$ cat src/lpht_pkg.sv
// ----------------------------------------------------------------------------
// lpht_pkg
// shared types and codes for the linear probing hash table
// ----------------------------------------------------------------------------
package lpht_pkg;

  localparam int KEY_W  = 31;
  localparam int MODE_W = 2;
  localparam int STAT_W = 2;
  localparam int OCC_W  = 11;

  typedef enum logic [1:0] {
    MODE_INSERT = 2'd0,
    MODE_REMOVE = 2'd1,
    MODE_SEARCH = 2'd2,
    MODE_UNUSED = 2'd3
  } mode_t;

  typedef enum logic [1:0] {
    ST_DONE    = 2'd0,
    ST_MISSING = 2'd1,
    ST_FULL    = 2'd2,
    ST_RSVD    = 2'd3
  } status_t;

  typedef enum logic [1:0] {
    MARK_EMPTY   = 2'd0,
    MARK_LIVE    = 2'd1,
    MARK_DELETED = 2'd2,
    MARK_RSVD    = 2'd3
  } mark_t;

  typedef enum logic [2:0] {
    S_CLEAR,
    S_IDLE,
    S_HASH,
    S_READ,
    S_EVAL,
    S_OUT
  } state_t;

  // controller to datapath
  typedef struct packed {
    logic clear_step;  // write empty mark at clear pointer
    logic load;        // capture item
    logic hash;        // set probe at home slot
    logic read;        // issue memory read at probe slot
    logic eval;        // judge read data, act, step probe
  } cmd_t;

  // datapath to controller
  typedef struct packed {
    logic clear_done;
    logic finished;    // eval finished this item
  } stat_t;

endpackage

$ cat src/lpht_ctrl.sv
// ----------------------------------------------------------------------------
// lpht_ctrl
// sequencer: clear sweep, then hash and read/eval probe loop per item
// ----------------------------------------------------------------------------
module lpht_ctrl (
  input  logic            clk,
  input  logic            rst_n,
  input  logic            in_valid,
  output logic            in_ready,
  output logic            out_valid,
  input  logic            out_ready,
  input  lpht_pkg::stat_t stat,
  output lpht_pkg::cmd_t  cmd
);

  lpht_pkg::state_t state_r, state_nxt;

  always_ff @(posedge clk) begin
    if (!rst_n) state_r <= lpht_pkg::S_CLEAR;
    else        state_r <= state_nxt;
  end

  always_comb begin
    state_nxt = state_r;
    unique case (state_r)
      lpht_pkg::S_CLEAR: if (stat.clear_done) state_nxt = lpht_pkg::S_IDLE;
      lpht_pkg::S_IDLE:  if (in_valid) state_nxt = lpht_pkg::S_HASH;
      lpht_pkg::S_HASH:  state_nxt = lpht_pkg::S_READ;
      lpht_pkg::S_READ:  state_nxt = lpht_pkg::S_EVAL;
      lpht_pkg::S_EVAL:  state_nxt = stat.finished ? lpht_pkg::S_OUT : lpht_pkg::S_READ;
      lpht_pkg::S_OUT:   if (out_ready) state_nxt = lpht_pkg::S_IDLE;
      default:           state_nxt = lpht_pkg::S_CLEAR;
    endcase
  end

  always_comb begin
    cmd       = '0;
    in_ready  = 1'b0;
    out_valid = 1'b0;
    unique case (state_r)
      lpht_pkg::S_CLEAR: cmd.clear_step = 1'b1;
      lpht_pkg::S_IDLE: begin
        in_ready = 1'b1;
        cmd.load = in_valid;
      end
      lpht_pkg::S_HASH:  cmd.hash = 1'b1;
      lpht_pkg::S_READ:  cmd.read = 1'b1;
      lpht_pkg::S_EVAL:  cmd.eval = 1'b1;
      lpht_pkg::S_OUT:   out_valid = 1'b1;
      default: ;
    endcase
  end

endmodule

$ cat config.mk
export PLATFORM = sky130hd
export DESIGN_NAME = lpht_ctrl
export DESIGN_NICKNAME = d
export VERILOG_FILES = /design/src/lpht_pkg.sv /design/src/lpht_ctrl.sv
export SDC_FILE = /design/constraint.sdc
export NUM_CORES = 1
export LEC_CHECK = 0
export CORE_AREA = 4 4 41 43
export CTS_BUF_LIST = sky130_fd_sc_hd__clkbuf_8
export DETAILED_ROUTE_END_ITERATION = 16
export DIE_AREA = 0 0 45 47
export DONT_BUFFER_PORTS = 1
export GPL_ROUTABILITY_DRIVEN = 0
export HOLD_SLACK_MARGIN = 0.12
export PLACE_DENSITY = 0.3
export SYNTH_ARGS = -nofsm -noshare
export SYNTH_HDL_FRONTEND = slang
export SYNTH_SLANG_ARGS = --single-unit
$ cat constraint.sdc
create_clock -name clk -period 1.7 [get_ports clk]
set_input_delay 0.17 -clock clk [delete_from_list [all_inputs] [get_ports clk]]
set_output_delay 0.17 -clock clk [all_outputs]
set_load 0.05 [all_outputs]
## Word level (Yosys, flattened, before mapping)

Cells that the tools add are included.
Widths: inputs -> output; s select.

| cells by class | value |
|---|---|
| mux-type cells | 12 |
| reduce and logical (&&, ||, !) cells | 2 |
| shift-type cells | 0 |
| eq/ne operators | 8 |
| bitwise gates (word level) | 0 |
| order comparisons | 0 |
| divide/modulo/power cells | 0 |
| multipliers | 0 |
| add/sub/neg operators | 0 |

Operators with widths:

| kind | number |
|---|---|
| $pmux 3 s6 | 1 |
| $mux 3 | 4 |
| $mux 1 | 7 |
| $eq 3x2->1 const B | 2 |
| $eq 3x3->1 const B | 2 |
| $ne 2x2->1 const B | 3 |
| $eq 3x1->1 const B | 1 |
| $logic_not 3->1 | 1 |
| $reduce_and 3->1 | 1 |

| storage, ports and cells | value |
|---|---|
| ROM bits | 0 |
| bits of input ports | 6 |
| bits in latches | 0 |
| output and inout port bits | 7 |
| bits in writable memories | 0 |
| word-level logic and storage cells | 23 |
| memories kept | 0 |
| flip-flop bits (word level) | 3 |

## Logic depth before layout (Yosys ltp)

| depth | value |
|---|---|
| depth in word-level cells | 3 |
| depth in mapped cells | 4 |
| mapped depth without buffers | 3 |

## Worst setup path after synthesis

Ideal clock, no wire load.

| timing path | value |
|---|---|
| kind | register to register |
| start point | register state_r[1] |
| end point | register state_r[1] |
| clock period less this slack | 1.952 ns |
| data arrival time | 1.890 ns |
| stages on the path, launching flop included | 5 |
| setup time | 0.061 ns |
| setup slack | -0.252 ns |
| cell sequence | dfxtp_1 -> buf_4 -> nor3b_2 -> and2_1 -> o31a_1 |

| between the ends | value |
|---|---|
| longest elaborated chain between the ends | 3 |
| elaborated cells between the ends (all ways) | 11 |

RTL lines:

| what | RTL line | text |
|---|---|---|
| start: declaration | lpht_ctrl.sv:16 | `lpht_pkg::state_t state_r, state_nxt;` |
| start signal: assignment | lpht_ctrl.sv:19 | `if (!rst_n) state_r <= lpht_pkg::S_CLEAR;` |
| start signal: assignment | lpht_ctrl.sv:20 | `else state_r <= state_nxt;` |
| $eq 3x3->1, or another cell as far along | lpht_ctrl.sv:25 | `unique case (state_r)` |
| $ne 2x2->1 (no source line) | -- |  |
| $reduce_and 3->1 (no source line) | -- |  |

Several ways; a longest one is shown, not always the timed one.
A chain may end at the register's enable or synchronous reset.

==> flow_metrics.tcl <==
set metrics [dict create \
    syn_area_um2 251 \
    synth_seq_cells 3 \
    portBuffers 0 \
    r2r_end "state_r[2]" \
    drtAntennaViolNets 0 \
    detail_route.first_pass.iterations 2 \
    critPathTopFamily "flip-flops" \
    top_regs "state_r: 3 flops" \
    antenna_found_initial 0 \
    coreArea_um2 1300 \
    hold_depth 2 \
    setup_viol 0 \
    initial_utilization_pct 19.3 \
    grt_overflow 0 \
    path_cells "nor3b_4, and2_2, buf_12" \
    synth_top_area_share_pct 23.9 \
    grt_max_degree 13 \
    cts_buffer_depth 2 \
    rows 13 \
    max_freq_ghz 0.635 \
    worst-setup-path-type "register to output port" \
    slew-limit-headroom_pct 68.0 \
    clock_latency_ns 0.22 \
    fin_tns_setup_ns 0 \
    drt_wl_total_um 676 \
    yosys-top-cells-area "dfxtp_1, nand2b_1, a2111oi_2" \
    vias_per_cell 4.85 \
    cts_buffers 3 \
    leakagePower_nw 0.168 \
    hold_viol 0 \
    fin_nets 45 \
    clock_skew_ns 0.00104 \
    drive_gt1_share_pct 47.4 \
    vias 257 \
    clk_pin_slew_ns 0.03 \
    drc 0 \
    r2r_cells 3 \
    largest_reg_flops 3 \
    grt_pass1_wl_um 1040 \
    yosysWarnings 0 \
    critPathArrivalTime_ns 1.40 \
    utilization_pct 29.3 \
    die_x_um 45 \
    syn_avg_cell_area_um2 8.67 \
    critPathSlowestCell "dfxtp_1" \
    cts_setup_buffers 0 \
    hpwlAfterDp_um 507 \
    vdd_drop_max_mv 0.556 \
    final_common_cell "buf_4" \
    worst_pin_slew_ns 0.480 \
    cts_tree "yes" \
    drtIter0Drc 3 \
    grt_usage_pct 7.27 \
    ctsRootBufferMaster "clkbuf_8" \
    r2r_start "state_r[1]" \
    status "finished clean" \
    finalCritPeriodShare_pct 92.6 \
    worstHoldPathType "primary input to register" \
    diodes 0 \
    cts_resized 0 \
    drv_slew 0 \
    avgRoutedWirePerCell_um 12.8 \
    crit_required_ns 1.53 \
    end_kind "output port" \
    syn_nets 35 \
    hold_path_end "state_r[2]" \
    grt_pass1_vias 252 \
    ios 13 \
    powerDensity_nw_per_um2 1650 \
    layout_min_cycle_time_ns 1.57 \
    numClockSinks 3 \
    die_area_um2 2120 \
    final_cell_mix "buf_4, nand2b_1, clkbuf_8, dfxtp_1" \
    postSynthCellCount 29 \
    die_h_um 47 \
    hp-start "out_ready" \
    critPathBufInv 1 \
    largest_register "state_r" \
    synthDistinctLibCells 21 \
    area_growth_pct 51.7 \
    cp-start-kind "register" \
    rsz0062_at_grt "false" \
    hold_buffers 1 \
    seq_area_frac_synth_pct 23.9 \
    fill_cells 151 \
    max-cap-violations 0 \
    ff2ff_setup_slack_ns 0.30 \
    crit_fanout 12 \
    cp_slowest_stage_delay_ns 0.57 \
    yosysTopAreaCell "dfxtp_1" \
    cts_max_level 1 \
]
[cells in the mapped netlist]
master	instances
nand2b_1	3
inv_2	1
o21a_1	1
nor3b_2	1
o311a_1	1
and2_1	1
a211o_1	1
nor2_1	1
nor4_1	1
buf_4	1
or2b_1	1
or2_0	1
o31a_1	1
buf_6	1
and3b_2	1
and3_2	2
a2111oi_2	1
a21oi_1	2
nor3_1	2
nor2b_1	2
dfxtp_1	3
[layer usage]
| metal | wire length, um | up-vias | global-route usage (%) | share of wire [%] |
|---|---|---|---|---|
| li1 | - | 126 | - | - |
| met1 | 287 | 118 | 8.41 | 42 |
| met2 | 295 | 11 | 9.89 | 44 |
| met3 | 75 | 2 | 3.07 | 11 |
| met4 | 17 | 0 | 7.02 | 2.5 |
| met5 | 0 | - | 0 | 0 |
[area by class of cell]
| cell class | count | area [um2] | share of cell area, % |
|---|---|---|---|
| Multi-Input combinational cell | 23 | 186 | 48.9 |
| Timing Repair Buffer | 7 | 67.6 | 17.7 |
| Sequential cell | 3 | 60.1 | 15.7 |
| Clock buffer | 3 | 41.3 | 10.8 |
| Tap cell | 15 | 18.8 | 4.92 |
| Clock inverter | 1 | 3.75 | 0.984 |
| Inverter | 1 | 3.75 | 0.984 |
[cells by family (layout without fill, tap and decap cells)]
kind of cell | Yosys count | in the layout | share of synthesized area, %
simple gates | 16 | 16 | 43.3
buf+inv | 3 | 12 | 8.95
compound gates | 7 | 7 | 23.9
flops | 3 | 3 | 23.9
[through the flow]
stage	power (W)	setup WS [ns]	area, um2	std cells	hold slack (ns)
floorplan	0.000362	0.0837	269	29	0.288
global placement	0.000426	0.333	327	48	0.298
detailed placement	0.000427	0.311	327	48	0.298
CTS	0.000636	0.122	382	53	0.236
global route	0.000661	0.0548	382	53	0.258
finish	0.000628	0.125	382	53	0.234
[how the worst max path moves through the flow]
stage | startpoint | to | slack, ns | depth (start not counted)
6_report | state_r[0] | cmd[3] | 0.13 | 3
3_3_place_gp | state_r[1] | state_r[2] | 0.33 | 3
4_1_cts | state_r[0] | cmd[3] | 0.12 | 3
2_1_floorplan | state_r[1] | state_r[1] | 0.08 | 4
3_5_place_dp | state_r[1] | state_r[2] | 0.31 | 3
5_1_grt | state_r[0] | cmd[3] | 0.05 | 3
[power by group]
part / switching, W / total (W) / internal (W)
Clock: 0.0000485 / 0.000202 / 0.000154
Sequential: 0.0000510 / 0.000138 / 0.0000868
Combinational: 0.000172 / 0.000288 / 0.000116
Note: power is estimated with default switching activity, not from simulation.
